[src/hw/rtl/qpv_pkg.sv]
// Shared types and constants for the quadrature position and velocity block.
`default_nettype none
package qpv_pkg;

  // Operation codes carried by an input item.
  localparam logic [1:0] OP_EDGE_LEFT  = 2'd0;
  localparam logic [1:0] OP_EDGE_RIGHT = 2'd1;
  localparam logic [1:0] OP_VELOCITY   = 2'd2;

  // Configuration register indexes.
  localparam logic CFG_REVERSE_LEFT  = 1'b0;
  localparam logic CFG_REVERSE_RIGHT = 1'b1;

  // Microseconds per second and 2*pi/663 as a Q0.24 constant.
  localparam logic [19:0] US_PER_SEC        = 20'd1000000;
  localparam logic [17:0] RAD_PER_COUNT_Q24 = 18'd158996;

  // Largest magnitude whose product with US_PER_SEC still fits 64 bits.
  localparam logic [63:0] MAG_LIMIT = 64'd18446744073709;

  // Saturated Q16.16 speeds.
  localparam logic [31:0] SPEED_MAX = 32'h7FFF_FFFF;
  localparam logic [31:0] SPEED_MIN = 32'h8000_0000;

  // Quotient bits produced by the divider, one per step.
  localparam int DIV_STEPS = 32;
  localparam int DIV_CNT_W = $clog2(DIV_STEPS);

  typedef enum logic [3:0] {
    ST_IDLE,
    ST_MAG,
    ST_MUL_LO,
    ST_MUL_HI,
    ST_DIV_INIT,
    ST_DIV,
    ST_SCALE,
    ST_CLAMP,
    ST_DONE
  } state_t;

  // Commands from the controller to the datapath.
  typedef struct packed {
    logic accept;
    logic mag;
    logic mul_lo;
    logic mul_hi;
    logic div_init;
    logic div_step;
    logic scale;
    logic clamp;
    logic load_out;
  } cmd_t;

  // Status from the datapath to the controller.
  typedef struct packed {
    logic dt_zero;
    logic is_velocity;
  } status_t;

endpackage
`default_nettype wire

[src/hw/rtl/qpv_ctrl.sv]
// Controller state machine that sequences one item through the datapath.
`default_nettype none
module qpv_ctrl
  import qpv_pkg::*;
(
  input  wire logic    clk,
  input  wire logic    rst,
  input  wire logic    in_valid,
  output logic         in_stall,
  output logic         out_valid,
  input  wire logic    out_stall,
  input  wire status_t status,
  output cmd_t         cmd
);

  state_t                state;
  state_t                state_next;
  logic [DIV_CNT_W-1:0]  step_cnt;
  logic [DIV_CNT_W-1:0]  step_cnt_next;
  logic                  out_free;

  // The output register can take a new result when empty or being drained.
  assign out_free = !out_valid || !out_stall;
  assign in_stall = (state != ST_IDLE);

  // State, divider step count and output valid flag.
  always_ff @(posedge clk) begin
    if (rst) begin
      state     <= ST_IDLE;
      step_cnt  <= '0;
      out_valid <= 1'b0;
    end else begin
      state    <= state_next;
      step_cnt <= step_cnt_next;
      if (cmd.load_out) begin
        out_valid <= 1'b1;
      end else if (!out_stall) begin
        out_valid <= 1'b0;
      end
    end
  end

  // Next state and commands.
  always_comb begin
    state_next    = state;
    step_cnt_next = step_cnt;
    cmd           = '0;
    case (state)
      ST_IDLE: begin
        if (in_valid) begin
          cmd.accept = 1'b1;
          state_next = ST_MAG;
        end
      end
      ST_MAG: begin
        // Edge items and unused codes go straight to the result.
        if (!status.is_velocity) begin
          state_next = ST_DONE;
        end else begin
          cmd.mag    = 1'b1;
          state_next = status.dt_zero ? ST_CLAMP : ST_MUL_LO;
        end
      end
      ST_MUL_LO: begin
        cmd.mul_lo = 1'b1;
        state_next = ST_MUL_HI;
      end
      ST_MUL_HI: begin
        cmd.mul_hi = 1'b1;
        state_next = ST_DIV_INIT;
      end
      ST_DIV_INIT: begin
        cmd.div_init  = 1'b1;
        step_cnt_next = '0;
        state_next    = ST_DIV;
      end
      ST_DIV: begin
        cmd.div_step  = 1'b1;
        step_cnt_next = step_cnt + DIV_CNT_W'(1);
        if (step_cnt == DIV_CNT_W'(DIV_STEPS - 1)) begin
          state_next = ST_SCALE;
        end
      end
      ST_SCALE: begin
        cmd.scale  = 1'b1;
        state_next = ST_CLAMP;
      end
      ST_CLAMP: begin
        cmd.clamp  = 1'b1;
        state_next = ST_DONE;
      end
      ST_DONE: begin
        if (out_free) begin
          cmd.load_out = 1'b1;
          state_next   = ST_IDLE;
        end
      end
      default: begin
        state_next = ST_IDLE;
      end
    endcase
  end

endmodule
`default_nettype wire

[src/hw/rtl/qpv_lane.sv]
// Velocity lane for one wheel: magnitude, scaling by 1e6, divide, Q16.16 and clamp.
`default_nettype none
module qpv_lane
  import qpv_pkg::*;
#(
  parameter int COUNT_WIDTH = 32,
  parameter int TIME_WIDTH  = 32
) (
  input  wire logic                   clk,
  input  wire logic                   rst,
  input  wire cmd_t                   cmd,
  input  wire logic                   load,
  input  wire logic [COUNT_WIDTH-1:0] diff_in,
  input  wire logic [TIME_WIDTH-1:0]  dt,
  input  wire logic                   dt_zero,
  output logic [31:0]                 speed
);

  localparam int EW = (TIME_WIDTH > 32) ? TIME_WIDTH : 32;

  logic [COUNT_WIDTH-1:0] diff;
  logic [COUNT_WIDTH-1:0] mag_raw;
  logic                   neg;
  logic                   sat;
  logic [63:0]            mag;
  logic [63:0]            acc;
  logic [51:0]            prod_lo;
  logic [51:0]            prod_hi;
  logic [EW-1:0]          hi_ext;
  logic [EW-1:0]          dt_ext;
  logic [TIME_WIDTH-1:0]  rem;
  logic [31:0]            quo;
  logic [TIME_WIDTH:0]    shifted;
  logic [TIME_WIDTH:0]    trial;
  logic [49:0]            scaled;
  logic [41:0]            rate;

  assign mag_raw = diff[COUNT_WIDTH-1] ? (~diff + COUNT_WIDTH'(1)) : diff;
  assign prod_lo = mag[31:0] * US_PER_SEC;
  assign prod_hi = mag[63:32] * US_PER_SEC;
  assign hi_ext  = EW'(acc[63:32]);
  assign dt_ext  = EW'(dt);
  assign shifted = {rem, quo[31]};
  assign trial   = shifted - {1'b0, dt};
  assign rate    = scaled[49:8];

  // Datapath registers; only the stored speed is architectural state.
  always_ff @(posedge clk) begin
    if (load) begin
      diff <= diff_in;
    end
    // Signed difference to sign and magnitude, with the overflow precheck.
    if (cmd.mag) begin
      neg <= diff[COUNT_WIDTH-1];
      mag <= 64'(mag_raw);
      sat <= (64'(mag_raw) > MAG_LIMIT);
    end
    // Counts times 1e6 in two 32-bit chunks.
    if (cmd.mul_lo) begin
      acc <= 64'(prod_lo);
    end
    if (cmd.mul_hi) begin
      acc <= acc + {prod_hi[31:0], 32'd0};
    end
    // A quotient of 2^32 or more saturates; otherwise the upper half seeds the remainder.
    if (cmd.div_init) begin
      if (hi_ext >= dt_ext) begin
        sat <= 1'b1;
      end
      rem <= TIME_WIDTH'(hi_ext);
      quo <= acc[31:0];
    end
    // One restoring shift-subtract step.
    if (cmd.div_step) begin
      if (!trial[TIME_WIDTH]) begin
        rem <= trial[TIME_WIDTH-1:0];
        quo <= {quo[30:0], 1'b1};
      end else begin
        rem <= shifted[TIME_WIDTH-1:0];
        quo <= {quo[30:0], 1'b0};
      end
    end
    if (cmd.scale) begin
      scaled <= quo * RAD_PER_COUNT_Q24;
    end
  end

  // Stored speed in Q16.16, clamped to the signed 32-bit range.
  always_ff @(posedge clk) begin
    if (rst) begin
      speed <= '0;
    end else if (cmd.clamp) begin
      if (dt_zero) begin
        speed <= '0;
      end else if (sat || (!neg && rate > 42'(SPEED_MAX)) ||
                   (neg && rate > 42'(SPEED_MIN))) begin
        speed <= neg ? SPEED_MIN : SPEED_MAX;
      end else if (neg) begin
        speed <= ~rate[31:0] + 32'd1;
      end else begin
        speed <= rate[31:0];
      end
    end
  end

endmodule
`default_nettype wire

[src/hw/rtl/qpv_datapath.sv]
// Datapath: wheel counters, velocity snapshots, two velocity lanes and the result register.
`default_nettype none
module qpv_datapath
  import qpv_pkg::*;
#(
  parameter int COUNT_WIDTH = 32,
  parameter int TIME_WIDTH  = 32
) (
  input  wire logic        clk,
  input  wire logic        rst,
  input  wire cmd_t        cmd,
  output status_t          status,
  input  wire logic        cfg_write,
  input  wire logic        cfg_index,
  input  wire logic        cfg_data,
  input  wire logic [1:0]  operation,
  input  wire logic        pin_a,
  input  wire logic        pin_b,
  input  wire logic [31:0] now_us,
  output logic [31:0]      pos_left,
  output logic [31:0]      pos_right,
  output logic [31:0]      vel_left,
  output logic [31:0]      vel_right,
  output logic             time_fault
);

  logic                   reverse_left;
  logic                   reverse_right;
  logic [COUNT_WIDTH-1:0] left_count;
  logic [COUNT_WIDTH-1:0] right_count;
  logic                   left_b_level;
  logic                   right_b_level;
  logic [COUNT_WIDTH-1:0] left_prev_count;
  logic [COUNT_WIDTH-1:0] right_prev_count;
  logic [TIME_WIDTH-1:0]  prev_time;
  logic [TIME_WIDTH-1:0]  now_ext;
  logic [TIME_WIDTH-1:0]  dt_now;
  logic [TIME_WIDTH-1:0]  dt;
  logic                   dt_zero;
  logic                   is_velocity;
  logic                   fault;
  logic                   vel_load;
  logic [COUNT_WIDTH-1:0] left_edge;
  logic [COUNT_WIDTH-1:0] right_edge;
  logic [31:0]            left_speed;
  logic [31:0]            right_speed;

  // One decoder step: move toward A versus the old B, then A versus the new B.
  function automatic logic [COUNT_WIDTH-1:0] edge_step(
    input logic [COUNT_WIDTH-1:0] count,
    input logic                   b_old,
    input logic                   a,
    input logic                   b
  );
    logic [COUNT_WIDTH-1:0] mid;
    mid = (a != b_old) ? count + COUNT_WIDTH'(1) : count - COUNT_WIDTH'(1);
    return (a == b) ? mid + COUNT_WIDTH'(1) : mid - COUNT_WIDTH'(1);
  endfunction

  // Report a speed, negated when reversed; the most negative value maps to the maximum.
  function automatic logic [31:0] reported(input logic [31:0] v, input logic rev);
    logic [31:0] r;
    if (!rev) begin
      r = v;
    end else if (v == SPEED_MIN) begin
      r = SPEED_MAX;
    end else begin
      r = ~v + 32'd1;
    end
    return r;
  endfunction

  assign left_edge  = edge_step(left_count, left_b_level, pin_a, pin_b);
  assign right_edge = edge_step(right_count, right_b_level, pin_a, pin_b);
  assign now_ext    = TIME_WIDTH'(now_us);
  assign dt_now     = now_ext - prev_time;
  assign vel_load   = cmd.accept && (operation == OP_VELOCITY);

  assign status.dt_zero     = dt_zero;
  assign status.is_velocity = is_velocity;

  // Configuration registers.
  always_ff @(posedge clk) begin
    if (rst) begin
      reverse_left  <= 1'b1;
      reverse_right <= 1'b0;
    end else if (cfg_write) begin
      case (cfg_index)
        CFG_REVERSE_LEFT:  reverse_left  <= cfg_data;
        CFG_REVERSE_RIGHT: reverse_right <= cfg_data;
        default: begin
        end
      endcase
    end
  end

  // Counters, snapshots and the per-item flags, all updated when an item is taken.
  always_ff @(posedge clk) begin
    if (rst) begin
      left_count       <= '0;
      right_count      <= '0;
      left_b_level     <= 1'b0;
      right_b_level    <= 1'b0;
      left_prev_count  <= '0;
      right_prev_count <= '0;
      prev_time        <= '0;
      dt_zero          <= 1'b0;
      is_velocity      <= 1'b0;
      fault            <= 1'b0;
    end else if (cmd.accept) begin
      is_velocity <= (operation == OP_VELOCITY);
      fault       <= (operation == OP_VELOCITY) && (dt_now == '0);
      case (operation)
        OP_EDGE_LEFT: begin
          left_count   <= left_edge;
          left_b_level <= pin_b;
        end
        OP_EDGE_RIGHT: begin
          right_count   <= right_edge;
          right_b_level <= pin_b;
        end
        OP_VELOCITY: begin
          dt_zero          <= (dt_now == '0);
          prev_time        <= now_ext;
          left_prev_count  <= left_count;
          right_prev_count <= right_count;
        end
        default: begin
        end
      endcase
    end
  end

  // Elapsed time for the lanes.
  always_ff @(posedge clk) begin
    if (vel_load) begin
      dt <= dt_now;
    end
  end

  qpv_lane #(
    .COUNT_WIDTH (COUNT_WIDTH),
    .TIME_WIDTH  (TIME_WIDTH)
  ) u_lane_left (
    .clk     (clk),
    .rst     (rst),
    .cmd     (cmd),
    .load    (vel_load),
    .diff_in (left_count - left_prev_count),
    .dt      (dt),
    .dt_zero (dt_zero),
    .speed   (left_speed)
  );

  qpv_lane #(
    .COUNT_WIDTH (COUNT_WIDTH),
    .TIME_WIDTH  (TIME_WIDTH)
  ) u_lane_right (
    .clk     (clk),
    .rst     (rst),
    .cmd     (cmd),
    .load    (vel_load),
    .diff_in (right_count - right_prev_count),
    .dt      (dt),
    .dt_zero (dt_zero),
    .speed   (right_speed)
  );

  // Result register, loaded once the item is finished.
  always_ff @(posedge clk) begin
    if (cmd.load_out) begin
      pos_left   <= 32'($signed(left_count));
      pos_right  <= 32'($signed(right_count));
      vel_left   <= reported(left_speed, reverse_left);
      vel_right  <= reported(right_speed, reverse_right);
      time_fault <= fault;
    end
  end

endmodule
`default_nettype wire

[src/hw/rtl/quadrature_position_velocity_top.sv]
// Top level of the two-wheel quadrature position counter with velocity estimate.
//
// Input channel: in_valid/in_stall with operation, pin_a, pin_b and now_us.
// An edge item (left or right) updates that wheel's count from the sampled A
// and B levels; a velocity item takes a microsecond timestamp and computes
// both wheel speeds in Q16.16 rad/s. Every item yields exactly one result on
// the output channel (out_valid/out_stall) with both positions, both reported
// velocities and time_fault, set when a velocity item saw zero elapsed time.
// An edge item goes from acceptance through MAG to DONE; a velocity item
// runs MAG, MUL_LO, MUL_HI, DIV_INIT, DIV, SCALE, CLAMP and DONE, where DIV
// is the 32-step shift-subtract divider that each wheel's lane runs after
// the multiply by 1e6; zero elapsed time skips from MAG to CLAMP. One item
// is in flight at a time; no new item is taken until DONE loads a result.
// A finished result waits in the output register while out_stall is high,
// and the next item is accepted meanwhile; that item's result is held until
// the register drains. Reset clears counts, snapshots and speeds, sets
// reverse_left and clears reverse_right. Configuration writes (cfg_write,
// cfg_index, cfg_data) take effect at once and belong to idle periods.
`default_nettype none
module quadrature_position_velocity_top
  import qpv_pkg::*;
#(
  parameter int COUNT_WIDTH = 32,
  parameter int TIME_WIDTH  = 32
) (
  input  wire logic        clk,
  input  wire logic        rst,
  input  wire logic        cfg_write,
  input  wire logic        cfg_index,
  input  wire logic        cfg_data,
  input  wire logic        in_valid,
  output logic             in_stall,
  input  wire logic [1:0]  operation,
  input  wire logic        pin_a,
  input  wire logic        pin_b,
  input  wire logic [31:0] now_us,
  output logic             out_valid,
  input  wire logic        out_stall,
  output logic [31:0]      pos_left,
  output logic [31:0]      pos_right,
  output logic [31:0]      vel_left,
  output logic [31:0]      vel_right,
  output logic             time_fault
);

  cmd_t    cmd;
  status_t status;

  qpv_ctrl u_ctrl (
    .clk       (clk),
    .rst       (rst),
    .in_valid  (in_valid),
    .in_stall  (in_stall),
    .out_valid (out_valid),
    .out_stall (out_stall),
    .status    (status),
    .cmd       (cmd)
  );

  qpv_datapath #(
    .COUNT_WIDTH (COUNT_WIDTH),
    .TIME_WIDTH  (TIME_WIDTH)
  ) u_datapath (
    .clk        (clk),
    .rst        (rst),
    .cmd        (cmd),
    .status     (status),
    .cfg_write  (cfg_write),
    .cfg_index  (cfg_index),
    .cfg_data   (cfg_data),
    .operation  (operation),
    .pin_a      (pin_a),
    .pin_b      (pin_b),
    .now_us     (now_us),
    .pos_left   (pos_left),
    .pos_right  (pos_right),
    .vel_left   (vel_left),
    .vel_right  (vel_right),
    .time_fault (time_fault)
  );

endmodule
`default_nettype wire
[config.mk]
export PLATFORM = sky130hd
export DESIGN_NAME = quadrature_position_velocity_top
export DESIGN_NICKNAME = d
export VERILOG_FILES = /design/src/hw/rtl/qpv_pkg.sv /design/src/hw/rtl/qpv_ctrl.sv /design/src/hw/rtl/qpv_lane.sv /design/src/hw/rtl/qpv_datapath.sv /design/src/hw/rtl/quadrature_position_velocity_top.sv
export SDC_FILE = /design/constraint.sdc
export NUM_CORES = 2
export LEC_CHECK = 0
export BUFFER_PORTS_ARGS = -buffer_cell sky130_fd_sc_hd__buf_2
export CAP_MARGIN = 20
export CORE_MARGIN = 2
export CORE_UTILIZATION = 55
export DETAILED_ROUTE_END_ITERATION = 10
export GPL_TIMING_DRIVEN = 0
export PLACE_DENSITY = 0.74
export SLEW_MARGIN = 20
export SYNTH_ARGS = -nofsm -noshare
export SYNTH_HDL_FRONTEND = slang
export SYNTH_HIERARCHICAL = 1
export SYNTH_SLANG_ARGS = --single-unit
[constraint.sdc]
create_clock -name clk -period 9.4 [get_ports clk]
set_clock_uncertainty 0.2 [all_clocks]
set_input_delay 2.82 -clock clk [delete_from_list [all_inputs] [get_ports clk]]
set_output_delay 2.82 -clock clk [all_outputs]
set_load 0.02 [all_outputs]
==> summary.md <==
| Metric | Value |
|---|---|
| End of the worst register-to-register path | `u_datapath/u_lane_right/acc[49]` |
| Worst setup SP type | `input pin` |
| Origin of the critical flop-to-flop path | `u_datapath/u_lane_right/mag[17]` |
| Post-synthesis sequential element count | `832` |
| Power density over the cells | `144 mW/mm²` |
| Via count | `57700` |
| Wire length on met3 | `8.70 mm` |
| Crit path kind | `in2reg` |
| Filler instances | `11700` |
| Most frequent cells in the layout | `sky130_fd_sc_hd__inv_1 (1255), sky130_fd_sc_hd__ha_1 (995), sky130_fd_sc_hd__nand2_1 (683)` |
| Top-Level Pins | `174` |
| Beginning of the worst hold path | `u_datapath/left_prev_count[13]` |
| Met1 layer wirelength in the final routing | `78.2 mm` |
| DP Worst Slack | `0.763 ns` |
| Final setup violation count | `0` |
| Slew margin rel. | `30.6%` |
| Fraction of synthesized cell area taken by the top area cell type | `22.9%` |
| Reg2Reg Depth | `20` |
| Final Worst Setup Slack | `1.47 ns` |
| Share of flip-flops with an asynchronous set or reset | `0%` |
| Area Growth Syn to Fin | `8.96%` |
| Dpl cells | `10100` |
| Met2 layer wire length in the routed design | `84.2 mm` |
| Horizontal die dimension | `380 µm` |
| R2R Setup Slk | `2.24 ns` |
| Antenna fix cells | `0` |
| Initial detailed-routing violation count | `3459` |
| CTS tree | `done` |
| Combined flip-flop and latch cell area | `0.0226 mm²` |
| Final slew viol count | `0` |
| Clock buffer count from CTS | `93` |
| Leading area contributor after synthesis | `sky130_fd_sc_hd__edfxtp_1` |
| Antenna violations before repair | `4` |
| Clock net sink count | `832` |
| Leakage | `38.5 nW` |
| Post-synthesis sequential area ratio | `29.1%` |
| Total Nets Final | `9959` |
| Post-CTS setup buffer count | `0` |
| Endpoint with the worst hold slack | `u_datapath/left_prev_count[13]` |
| Number of buffers between clock root and the deepest sink | `3` |
| Total congestion overflow | `0` |
| Total count of hold-check failures in the final report | `0` |
| H-tree depth reported by CTS | `3` |
| Number of warnings reported in the yosys synthesis log | `6` |
| Starting utilization of the core area | `55.5%` |
| Worst min-delay path class | `reg2reg` |
| RSZ-0062 raised after global routing | `no` |
| Via count of the first global-routing pass | `58100` |
| GRT Resource Usage Total | `24.5%` |
| Fin Setup TNS | `0 ns` |
| Post-synthesis cell count | `8019` |
| Crit end category | `register` |
| Clock latency on the worst-skew pair | `0.75 ns` |
| Die ar. | `0.144 mm²` |
| Cell area reported after detailed placement | `0.0814 mm²` |
| Antenna Nets Post-Route | `0` |
| Post-layout util | `60.5%` |
| Post-layout min period | `7.93 ns` |
| Largest fanout of any net on the critical path | `10` |
| Root Buffer | `sky130_fd_sc_hd__clkbuf_16` |
| Routed wire length | `178 mm` |
| Total of buffers placed on input and output ports | `171` |
| Detailed-route DRC error count | `0` |
| Number of vias per cell after detailed routing | `5.62` |
| Placeable core region | `0.140 mm²` |
| Multi-input gate area in the final layout | `0.0497 mm²` |
| Number of buffers added to fix hold violations after cts | `0` |
| HPWL after detailed placement | `145 mm` |
| Design Area, Final | `0.0847 mm²` |
| Max-Cap Viols | `0` |
| Total standard cell area after synthesis | `0.0777 mm²` |
| Tightest Pin Transition | `1.01 ns` |
| Highest metal layer with signal wires | `met5` |
| Row count | `137` |
| Cell types with the largest area share after synthesis | `sky130_fd_sc_hd__edfxtp_1 (23%), sky130_fd_sc_hd__ha_1 (16%), sky130_fd_sc_hd__fa_1 (16%)` |
| GPL Wtd Cong | `0.953` |
| Drt first pass iters | `6` |
| Post-CTS sizing | `0` |
| Post-route clock period utilization | `84.4%` |
| Status | `complete, no violations` |
| Predominant post-synthesis flop cell | `sky130_fd_sc_hd__edfxtp_1` |
| Die Height | `380 µm` |
| First-pass GRT wire length | `291 mm` |
| Data arrival time of the critical path | `8.42 ns` |
| CP required | `9.88 ns` |
| Count of flip-flops with a built-in enable after synthesis | `593` |
| Number of different library cells in the post-synthesis netlist | `100` |
| Layout cells sized above 1 | `6.02%` |
| Largest net degree at the start of global routing | `54` |
| Fmax | `126 MHz` |
| Most common cell after layout, fill and taps aside | `sky130_fd_sc_hd__inv_1` |
| Mean cell area of the mapped netlist | `9.69 µm²` |
| Final cell count without fillers | `10300` |
| Worst vdd rail ir drop | `0.000194 V` |
| Mean routed wirelength per cell | `17.3 µm` |
| Number of cells traversed by the worst hold path | `2` |
| Clock slew at the register clock pins of the worst setup and hold paths | `0.06 ns` |
power breakdown:
part           switching (W)  internal [W]
logic                0.00235       0.00175
clock network        0.00162       0.00213
registers           0.000120       0.00419
layer usage:
metal	vias up	track usage, %
met4	2	8.63
met3	323	3.27
met1	27700	31.9
li1	28200	-
met2	1487	42.1
met5	-	0
cells in the mapped netlist (101+ instances only):
cell type,count
sky130_fd_sc_hd__a21o_1,179
sky130_fd_sc_hd__a21oi_1,567
sky130_fd_sc_hd__clkbuf_1,152
sky130_fd_sc_hd__dfxtp_1,239
sky130_fd_sc_hd__edfxtp_1,593
sky130_fd_sc_hd__fa_1,605
sky130_fd_sc_hd__ha_1,995
sky130_fd_sc_hd__inv_1,1255
sky130_fd_sc_hd__nand2_1,683
sky130_fd_sc_hd__nand2b_1,109
sky130_fd_sc_hd__nand3_1,101
sky130_fd_sc_hd__nor2_1,394
sky130_fd_sc_hd__nor3_1,112
sky130_fd_sc_hd__o21ai_0,334
sky130_fd_sc_hd__xnor2_1,307
sky130_fd_sc_hd__xor2_1,189
area by class of cell:
cell class,instances,area share (%)
multi-input combinational,5748,58.7
sequential,832,26.7
inverter,1256,5.57
clock buffer,117,3.01
tap,1876,2.77
timing repair buffer,197,1.54
buffer,188,0.933
clock inverter,57,0.774
metrics by stage:
stage                     total power, W  hold WS (ns)
after floorplan                  0.00755         0.208
after global placement           0.00831         0.242
after detailed placement         0.00840         0.236
after CTS                         0.0122         0.255
after global routing              0.0129         0.270
final                             0.0122         0.253
logic make-up after synthesis:
group | Yosys count | share of synthesized area, %
xor gates and xnor gates | 496 | 5.59
other | 1 | 0.00483
adders and majority gates | 1600 | 31.6
DFF | 832 | 29.1
buffers and inverters | 1444 | 7.08
muxes | 122 | 1.66
and+or+nand+nor | 1875 | 11.7
AOI/OAI and AO/OA | 1649 | 13.3
worst max-delay path by stage:
stage                     startpoint                         end  slack (ns)  depth (start not counted)
after floorplan                pin_b   u_datapath/left_count[29]        1.08                         12
after global routing           pin_a  u_datapath/right_count[31]        1.17                         22
final                          pin_a  u_datapath/right_count[31]        1.47                         22
after global placement         pin_b  u_datapath/right_count[31]       -0.87                         13
after CTS                      pin_a  u_datapath/right_count[31]        1.55                         22
after detailed placement       pin_a  u_datapath/right_count[31]        0.76                         22
critical path, cell delays in order:
cell	delay, ns
sky130_fd_sc_hd__buf_2	0.19
sky130_fd_sc_hd__xor2_1	0.29
sky130_fd_sc_hd__nor2_1	0.26
sky130_fd_sc_hd__nand2_1	0.15
sky130_fd_sc_hd__or3_1	0.32
sky130_fd_sc_hd__clkbuf_1	0.16
sky130_fd_sc_hd__nor3_1	0.33
sky130_fd_sc_hd__nand2_1	0.18
sky130_fd_sc_hd__or3_1	0.41
sky130_fd_sc_hd__o31ai_1	0.23
sky130_fd_sc_hd__nand2_1	0.09
sky130_fd_sc_hd__ha_1	0.39
sky130_fd_sc_hd__nand4_1	0.14
sky130_fd_sc_hd__or2_2	0.31
sky130_fd_sc_hd__nor2_1	0.18
sky130_fd_sc_hd__a21boi_0	0.43
sky130_fd_sc_hd__o21ai_0	0.25
sky130_fd_sc_hd__a31oi_1	0.44
sky130_fd_sc_hd__o221ai_1	0.22
sky130_fd_sc_hd__xnor2_1	0.17
sky130_fd_sc_hd__or3_1	0.32
sky130_fd_sc_hd__a21oi_1	0.14
registers in the layout, summed over array words and instances (netlist names), 32 cells and up:
register                        flops
u_datapath/u_lane_left/mag         32
u_datapath/u_lane_right/acc        46
u_datapath/u_lane_left/rem         32
u_datapath/u_lane_right/speed      32
u_datapath/u_lane_right/scaled     42
u_datapath/u_lane_left/scaled      42
u_datapath/vel_left                32
u_datapath/u_lane_left/acc         46
u_datapath/prev_time               32
u_datapath/dt                      32
u_datapath/u_lane_left/quo         32
u_datapath/u_lane_right/quo        32
u_datapath/u_lane_left/diff        32
u_datapath/vel_right               32
u_datapath/u_lane_right/diff       32
u_datapath/u_lane_left/speed       32
u_datapath/u_lane_right/rem        32
u_datapath/u_lane_right/mag        32
(Power assumes the default switching activity.)
